## src/rtl/assert_macros.svh

```systemverilog
// Assertion macros shared by the RTL of the integer literal parser.
// Assertions compile only when SYNTHESIS is not defined.
`ifndef ASSERT_MACROS_SVH
`define ASSERT_MACROS_SVH
`ifndef SYNTHESIS
// Checked at every rising edge, suppressed while reset is high.
`define ILP_ASSERT(label, clk, rst, prop) \
  label: assert property (@(posedge clk) disable iff (rst) prop) \
    else $error("integer literal parser assertion failed");
// Checked at every rising edge, reset included.
`define ILP_ASSERT_ALWAYS(label, clk, prop) \
  label: assert property (@(posedge clk) prop) \
    else $error("integer literal parser assertion failed");
`else
`define ILP_ASSERT(label, clk, rst, prop)
`define ILP_ASSERT_ALWAYS(label, clk, prop)
`endif
`endif

```

## src/rtl/ilp_pkg.sv

```systemverilog
// Types, character codes and the digit decoder of the integer literal parser.
// Depends on nothing.
`default_nettype none
package ilp_pkg;

  localparam int SYMBOL_WIDTH = 8;
  localparam int NUMBER_WIDTH = 64;
  localparam int DIGIT_WIDTH  = 5;

  typedef logic [SYMBOL_WIDTH-1:0] symbol_t;
  typedef logic [DIGIT_WIDTH-1:0]  digit_t;

  localparam symbol_t CHAR_UNDERSCORE = 8'h5F;
  localparam symbol_t CHAR_LOWER_X    = 8'h78;
  localparam symbol_t CHAR_LOWER_B    = 8'h62;
  localparam symbol_t CHAR_UPPER_B    = 8'h42;
  localparam symbol_t CHAR_ZERO       = 8'h30;
  localparam symbol_t CHAR_ONE        = 8'h31;
  localparam symbol_t CHAR_NINE       = 8'h39;
  localparam symbol_t CHAR_LOWER_A    = 8'h61;
  localparam symbol_t CHAR_LOWER_F    = 8'h66;
  localparam symbol_t CHAR_UPPER_A    = 8'h41;
  localparam symbol_t CHAR_UPPER_F    = 8'h46;

  // Code returned for a character that is no digit in any base.
  localparam digit_t DIGIT_NONE = 5'h1F;

  // Position of the next character within the token.
  typedef enum logic [2:0] {
    POS_FIRST  = 3'b001,
    POS_SECOND = 3'b010,
    POS_LATER  = 3'b100
  } char_pos_t;

  // Radix of the token. MODE_ZERO is decimal after a leading zero that may
  // still become the hex prefix.
  typedef enum logic [1:0] {
    MODE_DEC  = 2'd0,
    MODE_HEX  = 2'd1,
    MODE_BIN  = 2'd2,
    MODE_ZERO = 2'd3
  } radix_mode_t;

  function automatic digit_t digit_of(input symbol_t c);
    digit_t d;
    d = DIGIT_NONE;
    if (c >= CHAR_ZERO && c <= CHAR_NINE) begin
      d = DIGIT_WIDTH'(c - CHAR_ZERO);
    end else if (c >= CHAR_LOWER_A && c <= CHAR_LOWER_F) begin
      d = DIGIT_WIDTH'(c - CHAR_LOWER_A) + 5'd10;
    end else if (c >= CHAR_UPPER_A && c <= CHAR_UPPER_F) begin
      d = DIGIT_WIDTH'(c - CHAR_UPPER_A) + 5'd10;
    end
    return d;
  endfunction

endpackage
`default_nettype wire

```

## src/rtl/integer_literal_parser.sv

```systemverilog
// Top level of the integer literal parser: input register, per-character
// parse logic and result register. Uses ilp_pkg and assert_macros.svh.
//
// The block reads an integer literal one character per item, with
// end_of_token high on the last character, and delivers one result per token:
// is_valid and the value, sign-extended to 64 bits from VALUE_WIDTH bits. A
// leading "0x" selects hex, a leading 'b' or 'B' followed by '0' or '1'
// selects binary, and anything else is read as decimal. Underscores are
// ignored; any other character that is not a digit of the base clears
// is_valid. The value wraps modulo 2^VALUE_WIDTH. The block takes one item in
// every cycle unless a last character is held: an item is captured in the
// input register, its character is folded into the accumulator as it leaves
// that register, through shifts and an add, and the last character of a token
// loads the result register with the folded value as it leaves. The result
// register decouples the two sides, so items keep flowing while a result
// waits; only a last character that finds the result register still full
// waits in the input register. Nothing needs to be written before use.
`default_nettype none
`include "assert_macros.svh"
module integer_literal_parser #(
  parameter int VALUE_WIDTH = 64
) (
  input  wire                       clk,
  input  wire                       rst,
  input  wire                       token_valid,
  output logic                      token_ready,
  input  wire  ilp_pkg::symbol_t    symbol,
  input  wire                       end_of_token,
  output logic                      result_valid,
  input  wire                       result_ready,
  output logic                      is_valid,
  output logic signed [63:0]        number
);
  import ilp_pkg::*;

  // Input register.
  logic    tok_full;
  symbol_t tok_symbol;
  logic    tok_end;

  // Parse state.
  char_pos_t              char_position, char_position_next;
  radix_mode_t            radix_mode, radix_mode_next;
  logic                   pending_b_prefix, pending_b_prefix_next;
  logic [VALUE_WIDTH-1:0] accumulator, accumulator_next;
  logic                   still_valid, still_valid_next;

  // Character fold.
  logic                   take_en;
  radix_mode_t            take_mode;
  logic                   take_force_bad;
  logic [VALUE_WIDTH-1:0] scaled;
  digit_t                 digit;
  logic                   digit_ok;
  logic [VALUE_WIDTH-1:0] take_acc;
  logic                   take_valid;

  logic advance;
  logic load_result;
  logic token_valid_flag;

  // The held item moves on unless it ends a token and the result slot is busy.
  assign advance     = tok_full && (!tok_end || !result_valid || result_ready);
  assign load_result = advance && tok_end;
  assign token_ready = !tok_full || advance;

  always_ff @(posedge clk) begin
    if (rst) begin
      tok_full <= 1'b0;
    end else if (token_ready) begin
      tok_full <= token_valid;
    end
    if (token_ready && token_valid) begin
      tok_symbol <= symbol;
      tok_end    <= end_of_token;
    end
  end

  // One character folded into the accumulator: value * base + digit, with
  // the multiply by ten built from two shifts.
  always_comb begin
    digit = digit_of(tok_symbol);
    unique case (take_mode)
      MODE_HEX: begin
        scaled   = accumulator << 4;
        digit_ok = (digit < 5'd16);
      end
      MODE_BIN: begin
        scaled   = accumulator << 1;
        digit_ok = (digit < 5'd2);
      end
      default: begin
        scaled   = (accumulator << 3) + (accumulator << 1);
        digit_ok = (digit < 5'd10);
      end
    endcase
    take_acc   = accumulator;
    take_valid = still_valid && !take_force_bad;
    if (tok_symbol != CHAR_UNDERSCORE) begin
      if (digit_ok) begin
        take_acc = scaled + VALUE_WIDTH'(digit);
      end else begin
        take_acc   = scaled;
        take_valid = 1'b0;
      end
    end
  end

  // Prefix handling and the choice of base for this character.
  always_comb begin
    char_position_next    = char_position;
    radix_mode_next       = radix_mode;
    pending_b_prefix_next = pending_b_prefix;
    accumulator_next      = accumulator;
    still_valid_next      = still_valid;
    take_en               = 1'b0;
    take_mode             = radix_mode;
    take_force_bad        = 1'b0;
    unique case (char_position)
      POS_FIRST: begin
        char_position_next = POS_SECOND;
        if (tok_symbol == CHAR_LOWER_B || tok_symbol == CHAR_UPPER_B) begin
          pending_b_prefix_next = 1'b1;
        end else begin
          radix_mode_next = (tok_symbol == CHAR_ZERO) ? MODE_ZERO : MODE_DEC;
          take_en         = 1'b1;
          take_mode       = MODE_DEC;
        end
      end
      POS_SECOND: begin
        char_position_next = POS_LATER;
        if (pending_b_prefix) begin
          pending_b_prefix_next = 1'b0;
          take_en               = 1'b1;
          if (tok_symbol == CHAR_ZERO || tok_symbol == CHAR_ONE) begin
            radix_mode_next = MODE_BIN;
            take_mode       = MODE_BIN;
          end else begin
            // The 'b' was no prefix: it counts as a bad decimal character,
            // which leaves the still-zero accumulator at zero.
            radix_mode_next = MODE_DEC;
            take_mode       = MODE_DEC;
            take_force_bad  = 1'b1;
          end
        end else if (radix_mode == MODE_ZERO && tok_symbol == CHAR_LOWER_X) begin
          radix_mode_next  = MODE_HEX;
          accumulator_next = '0;
          still_valid_next = 1'b1;
        end else begin
          if (radix_mode == MODE_ZERO) begin
            radix_mode_next = MODE_DEC;
          end
          take_en = 1'b1;
        end
      end
      POS_LATER: begin
        take_en = 1'b1;
      end
      default: begin
        char_position_next = POS_FIRST;
      end
    endcase
    if (take_en) begin
      accumulator_next = take_acc;
      still_valid_next = take_valid;
    end
  end

  // A token that is a lone 'b' ends with the 'b' read as a bad decimal digit.
  assign token_valid_flag = still_valid_next && !pending_b_prefix_next;

  always_ff @(posedge clk) begin
    if (rst || load_result) begin
      char_position    <= POS_FIRST;
      radix_mode       <= MODE_DEC;
      pending_b_prefix <= 1'b0;
      accumulator      <= '0;
      still_valid      <= 1'b1;
    end else if (advance) begin
      char_position    <= char_position_next;
      radix_mode       <= radix_mode_next;
      pending_b_prefix <= pending_b_prefix_next;
      accumulator      <= accumulator_next;
      still_valid      <= still_valid_next;
    end
  end

  // Result register.
  always_ff @(posedge clk) begin
    if (rst) begin
      result_valid <= 1'b0;
    end else if (load_result) begin
      result_valid <= 1'b1;
    end else if (result_ready) begin
      result_valid <= 1'b0;
    end
    if (load_result) begin
      is_valid <= token_valid_flag;
      number   <= NUMBER_WIDTH'(signed'(accumulator_next));
    end
  end

  // After a token ends, the next character starts from a clean state.
  `ILP_ASSERT(a_clean_after_token, clk, rst,
      load_result |=> (char_position == POS_FIRST && accumulator == '0 && still_valid))
  // An open 'b' prefix only exists right after the first character.
  `ILP_ASSERT(a_pending_b_position, clk, rst,
      pending_b_prefix |-> (char_position == POS_SECOND && accumulator == '0))
  // The leading-zero mode never outlives the second character.
  `ILP_ASSERT(a_zero_mode_position, clk, rst,
      (radix_mode == MODE_ZERO) |-> (char_position == POS_SECOND))
  // Hex and binary are only chosen once the prefix is complete.
  `ILP_ASSERT(a_radix_after_prefix, clk, rst,
      (radix_mode == MODE_HEX || radix_mode == MODE_BIN) |-> (char_position == POS_LATER))
  // A held item that cannot move on stays in the input register.
  `ILP_ASSERT(a_held_item_kept, clk, rst,
      (tok_full && !advance) |=> (tok_full && $stable(tok_symbol) && $stable(tok_end)))

endmodule
`default_nettype wire
```

## config.mk

```make
export PLATFORM = sky130hd
export DESIGN_NAME = integer_literal_parser
export DESIGN_NICKNAME = d
export VERILOG_FILES = /design/src/rtl/ilp_pkg.sv /design/src/rtl/integer_literal_parser.sv
export VERILOG_INCLUDE_DIRS = /design/src /design/src/rtl
export SDC_FILE = /design/constraint.sdc
export NUM_CORES = 1
export LEC_CHECK = 0
export BUFFER_PORTS_ARGS = -buffer_cell sky130_fd_sc_hd__buf_4
export CAP_MARGIN = 20
export CORE_UTILIZATION = 63
export DETAILED_ROUTE_END_ITERATION = 8
export PLACE_DENSITY = 0.82
export SLEW_MARGIN = 10
export SYNTH_ARGS = -nofsm -noshare
export SYNTH_HDL_FRONTEND = slang
export SYNTH_SLANG_ARGS = --single-unit
```

## constraint.sdc

```tcl
create_clock -name clk -period 11.21 [get_ports clk]
set_input_delay 2.242 -clock clk [delete_from_list [all_inputs] [get_ports clk]]
set_output_delay 2.242 -clock clk [all_outputs]
set_load 0.1 [all_outputs]
```

Word-level counts from Yosys, hierarchy flattened:

Cells that the tools add are included.

* flip-flop bits (word level): 147
* latch bits: 0
* memory bits (writable): 0
* bits in read-only memories: 0
* output and inout port bits: 67
* logic and storage cells: 105
* memories kept: 0

* $add $sub $neg: 7
* $mul: 0
* div/mod/pow operators: 0
* $lt $le $gt $ge: 9
* equal/unequal tests: 14
* shift-type cells: 0
* muxes and demuxes: 39
* bitwise logic cells: 1
* reduce and logical (&&, ||, !) cells: 24

Operators with widths (count)
* $mux 64: 6
* $pmux 64 s2: 1
* $add 64x5->64: 1
* $add 64x64->64: 1
* $eq 8x7->1 const B: 3
* $eq 8x6->1 const B: 2
* $ge 8x7->1 const B: 2
* $le 8x7->1 const B: 2
* $mux 2: 8
* $mux 1: 15
* $mux 5: 3
* $add 5x4->5 const B: 2
* $sub 5x1->5 const B: 2
* $logic_and 1x1->1: 9
* $pmux 3 s3: 1
* $ge 8x6->1 const B: 1
* $le 8x6->1 const B: 1
* $ne 8x7->1 const B: 1
* $pmux 2 s2: 2
* $logic_or 1x1->1: 6
* $logic_not 1->1: 5
* $lt 5x2->1 const B: 1
* $lt 5x4->1 const B: 1
* $lt 5x5->1 const B: 1
* other kinds (14): 17

Logic depth before layout (Yosys ltp):

* word-level depth: 11
* mapped depth: 35
* gate-level depth less buffers: 24

Worst setup path after synthesis:

Ideal clock, no wire load.

* kind: reg2reg
* start point: reg tok_symbol[3]
* end point: reg number[63], data pin
* setup time: 0.169 ns
* arrival: 7.570 ns
* data required time: 11.041 ns
* slack: 3.471 ns
* cell stages (with the launch flop): 35
* buffers on the path: 11
* path through: edfxtp_1 nor4b_4 nand3b_1 nand3b_1 a21oi_1 o21ai_0 nand2_1 ha_1 buf_2 clkbuf_1 buf_1 clkbuf_1 buf_2 buf_2 buf_1 clkbuf_1 buf_1 clkbuf_1 o21a_1 ha_1 inv_1 fa_1 nor2b_1 o21ai_0 nand2b_1 and2_1 nand2_4 or4_4 nor3_4 nand4_4 or2_1 clkbuf_1 or3_1 o31a_1 o31ai_1

* cells in the longest elaborated chain, start to end: 11
* elaborated cells on any way between the ends: 48

Ends and longest elaborated chain
* start, declared: line integer_literal_parser.sv:38 `symbol_t tok_symbol;`
* start signal, assigned: line integer_literal_parser.sv:74 `tok_symbol <= symbol;`
* branches (longest 10 deep; another with $add 64x5->64)
* $mux 64 *: line integer_literal_parser.sv:163 `if (take_en) begin`
* named net accumulator_next[63]: line integer_literal_parser.sv:45 `logic [VALUE_WIDTH-1:0] accumulator, accumulator_next;`
* end signal, assigned: line integer_literal_parser.sv:199 `number <= NUMBER_WIDTH'(signed'(accumulator_next));`
* end, declared: line integer_literal_parser.sv:32 `output logic signed [63:0] number`

Mark *: on every way through the listed nets, which the timed path passes.
A chain may end at the register's enable or synchronous reset.

Final worst setup path:

* start point: reg tok_symbol[3]
* end point: reg number[57], data pin

The elaborated chain is that of the path after synthesis.

==> impl_results.md <==
- Status: complete, but fails checks
- Failing checks: DRC
- Reg clk slew, reported paths: 0.07 ns
- Setup Crit Path Kind: reg -> reg
- Largest net degree at the start of global routing: 94
- CP Max Fanout: 93
- CTS resizes: 0
- Die area: 0.02106 mm2
- Post-synthesis sequential area ratio: 28.55%
- DR iter-0 viols: 1986
- Reg power frac: 39.2%
- Inst Count DP: 1894
- Skew final: about 0.017 ns
- Via count: 13850
- GR Overflow Total: 0
- Vias/cell: 7.193
- Setup bufs post-CTS: 0
- ANT cells: 0
- Fillers: 1607
- Switch Pwr: 528.2 uW
- M1 GR Usage: 57.45%
- Leakage: 5.080 nW
- # setup viols final: 0
- Syn_nets: between 1500 and 2000
- Synth warn: 0
- Crit. End Element: flop
- Die X: 145.1 um
- Mux share of post-synthesis cell area: 1.115%
- Post-synth EDFFs: 74
- Detailed Place HPWL: between 30000 and 40000 um
- Die Y: 145.1 um
- CP required: 11.40 ns
- Io pins: 80
- Met3 Resource Use GR: 9.686%
- Min Clock Period, post-route: 6.507 ns
- Sw frac: approximately 34%
- Post-DP Area: ~0.014 mm2
- Routed wire per std cell: 22.08 um
- Unique masters post-synth: 87
- RSZ-0062 raised after global routing: no
- Pwr Density: 111.2 mW/mm2
- ANT nets after route: 0
- XOR/XNOR Fraction of Synth Area: 5.294%
- Layout Cells excl Fill: 1926
- First-pass GRT wire length: 66360 um
- Final hold viol count: 0
- Global route hottest layer: met1
- Max Buffers Root-to-Sink: 2
- Port Buf Inserts: 79
- Clk root buf: clkbuf_16
- Vias in the first global route: 12290
- Clock sinks: 147
- H-tree levels: 4
- Core Region: between 0.015 and 0.02 mm2
- Max IR drop VDD: 0.1090 mV
- Initial Util: 65.23%
- Design Area, Final: 0.01411 mm2
- Post-Synth Adder-Cell Area: around 7.1%
- CTS tree: built
- Post-synth ARST share: 0%
- Cts bufs inserted: 17
- Worst slew pin tran: 1.082 ns
- Max-cap violations: 0
- Clk_lat worst skew: between 0.4 and 0.5 ns
- Syn avg cell area: 7.858 um2
- Final wirelength: 42530 um
- Largest family of logic cells by synthesized area: compound AO/OA/AOI/OAI gates
- Post-synthesis compound-gate area fraction: 29.50%
- Hold Path Class: reg -> reg
- Final nets: 1733
- Clock share of power: 38.6%
- P&R area growth vs syn: 9.357%
- FMAX: around 150 MHz
- Cell-internal power: 1.041 mW
- Total track usage: 39.37%
- CP arrival: 6.70 ns
- Setup crit start kind: flop
- Row Count: 51
- Post-synth top flop: edfxtp_1
- Seq cells post-synth: ~150
- Fin Setup TNS: 0 ns
- Post-Synth Simple-Gate Area: 24.61%
- DRC violations left: 1
- Netlist Area Pre-Place: 0.01290 mm2
- Fraction of layout cells with a size suffix above 1: 10.05%
- Post-Syn Instances: 1642
- M2 GR Usage: a little under three fifths
- GP Congestion: 1.058
- Comb pwr share: 22.2%
- Hold buffers post-CTS: 0
- First drt pass iteration count: 9
- Fin. max-slew vios: 0
- Final Cycle Share: between 50% and 60%
- Initial antenna violation count: 0
- Slew headroom: 27.57%
[placed cells by master, fill, tap and decap left out, types with 19 or more instances in the layout]
cell,instances
inv_1,21
a21oi_1,144
nor3_1,53
a31oi_1,25
xnor2_1,45
o21ai_0,128
a22oi_1,20
dfxtp_1,73
ha_1,68
o21a_1,22
edfxtp_1,74
a221oi_1,38
a22o_1,33
buf_4,87
a21o_1,26
nand2_1,222
nand3_1,28
nand2b_1,20
xor2_1,33
nand4_1,38
or3_1,19
nor2_1,146
[layout make-up]
class	instances	area, um2	share of cell area (%)
Inverter	22	82.58	0.5852
Sequential cell	147	3684	26.10
Clock buffer	18	429.2	3.041
Tap cell	265	331.6	2.350
Clock inverter	14	178.9	1.268
Multi-Input combinational cell	1373	8752	62.02
Timing Repair Buffer	87	653.1	4.628
[worst paths after layout]
kind | from | endpoint | slack [ns] | depth (start not counted)
min | still_valid | still_valid | 0.48 | 2
max reg2reg | tok_symbol[3] | number[57] | 4.70 | 21
max | tok_symbol[3] | number[57] | 4.70 | 21
min reg2reg | still_valid | still_valid | 0.48 | 2
[cell families (layout without fill, tap and decap cells)]
kind of cell / count (synthesis) / after routing
AOI/OAI and AO/OA: 568 / 568
xor gates and xnor gates: 78 / 78
adders and majority gates: 72 / 72
buffers and inverters: 122 / 141
DFF: 147 / 147
muxes: 14 / 14
and+or+nand+nor: 641 / 641
[power groups by stage]
stage	clock [mW]	combinational [mW]	sequential, mW
floorplan	0	0.193	0.679
global placement	0	0.331	0.624
detailed placement	0	0.335	0.624
CTS	0.603	0.338	0.613
global route	0.624	0.367	0.616
finish	0.606	0.349	0.615
[metal layers]
layer	wire (um)	share of wire [%]
met3	6163	14
met4	1292	3.0
met1	17640	41
met5	0	0
met2	17430	41
[cells in the mapped netlist, types with 6 or more instances]
master	instances	area, um2
buf_2	22	110.1
xor2_1	33	289.0
o31ai_1	7	52.55
nor2b_1	6	37.54
a22oi_1	20	150.1
a21o_1	27	202.7
buf_1	11	41.29
xnor2_1	45	394.1
nor4_1	18	112.6
o21ai_0	128	640.6
and2_1	10	62.56
nand3b_1	9	67.56
nor3_1	54	270.3
o21a_1	22	165.2
nand2b_1	20	125.1
ha_1	70	875.8
and3_1	11	68.82
inv_1	21	78.83
or4_1	7	52.55
a211oi_1	15	112.6
o211ai_1	14	105.1
nand3_1	28	140.1
nand4_1	38	237.7
a221oi_1	38	332.8
mux2i_1	11	110.1
nand2_1	223	837.1
edfxtp_1	74	2222
a22o_1	33	289.0
or2_2	9	56.30
clkbuf_1	64	240.2
o21bai_1	12	90.09
nor2_1	146	548.0
a21oi_1	144	720.7
nand4b_1	6	52.55
a31oi_1	25	156.4
o21ai_1	8	40.04
a221o_1	14	140.1
or3_1	19	118.9
dfxtp_1	73	1461
nor3b_1	7	52.55
[metrics by stage]
| stage | hold slack (ns) | setup WS, ns | util, % | power, mW |
|---|---|---|---|---|
| 2_1_floorplan | 0.4249 | 3.471 | - | 0.8720 |
| 3_3_place_gp | 0.4383 | 5.048 | 68.26 | 0.9543 |
| 3_5_place_dp | 0.4687 | 4.756 | 68.26 | 0.9599 |
| 4_1_cts | 0.4833 | 4.740 | 71.33 | 1.554 |
| 5_1_grt | 0.5050 | 4.146 | 71.33 | 1.607 |
| 6_report | 0.4813 | 4.703 | 71.33 | 1.569 |
[sequential cells by signal, summed over array words and instances (netlist names)]
register,count
radix_mode,2
still_valid,1
is_valid,1
number,64
accumulator,64
tok_symbol,8
tok_full,1
pending_b_prefix,1
char_position,3
tok_end,1
result_valid,1
[critical path, cell delays in order, from the launching register on]
cell,delay (ns)
edfxtp_1,0.51
nor4b_4,0.39
nand3b_1,0.18
nand3b_1,0.16
a21oi_1,0.09
o21ai_0,0.12
nand2_1,0.16
ha_4,0.93
o21ai_0,0.34
fa_1,0.50
nor2b_1,0.13
o21ai_0,0.08
nand2b_1,0.09
and2_1,0.19
nand2_4,0.07
or4_4,0.52
nor3_4,0.23
nand4_4,0.20
nor4_2,0.51
nor4b_1,0.44
xor2_1,0.17
a22o_1,0.23
No activity file was read; power rests on OpenSTA's default activity.
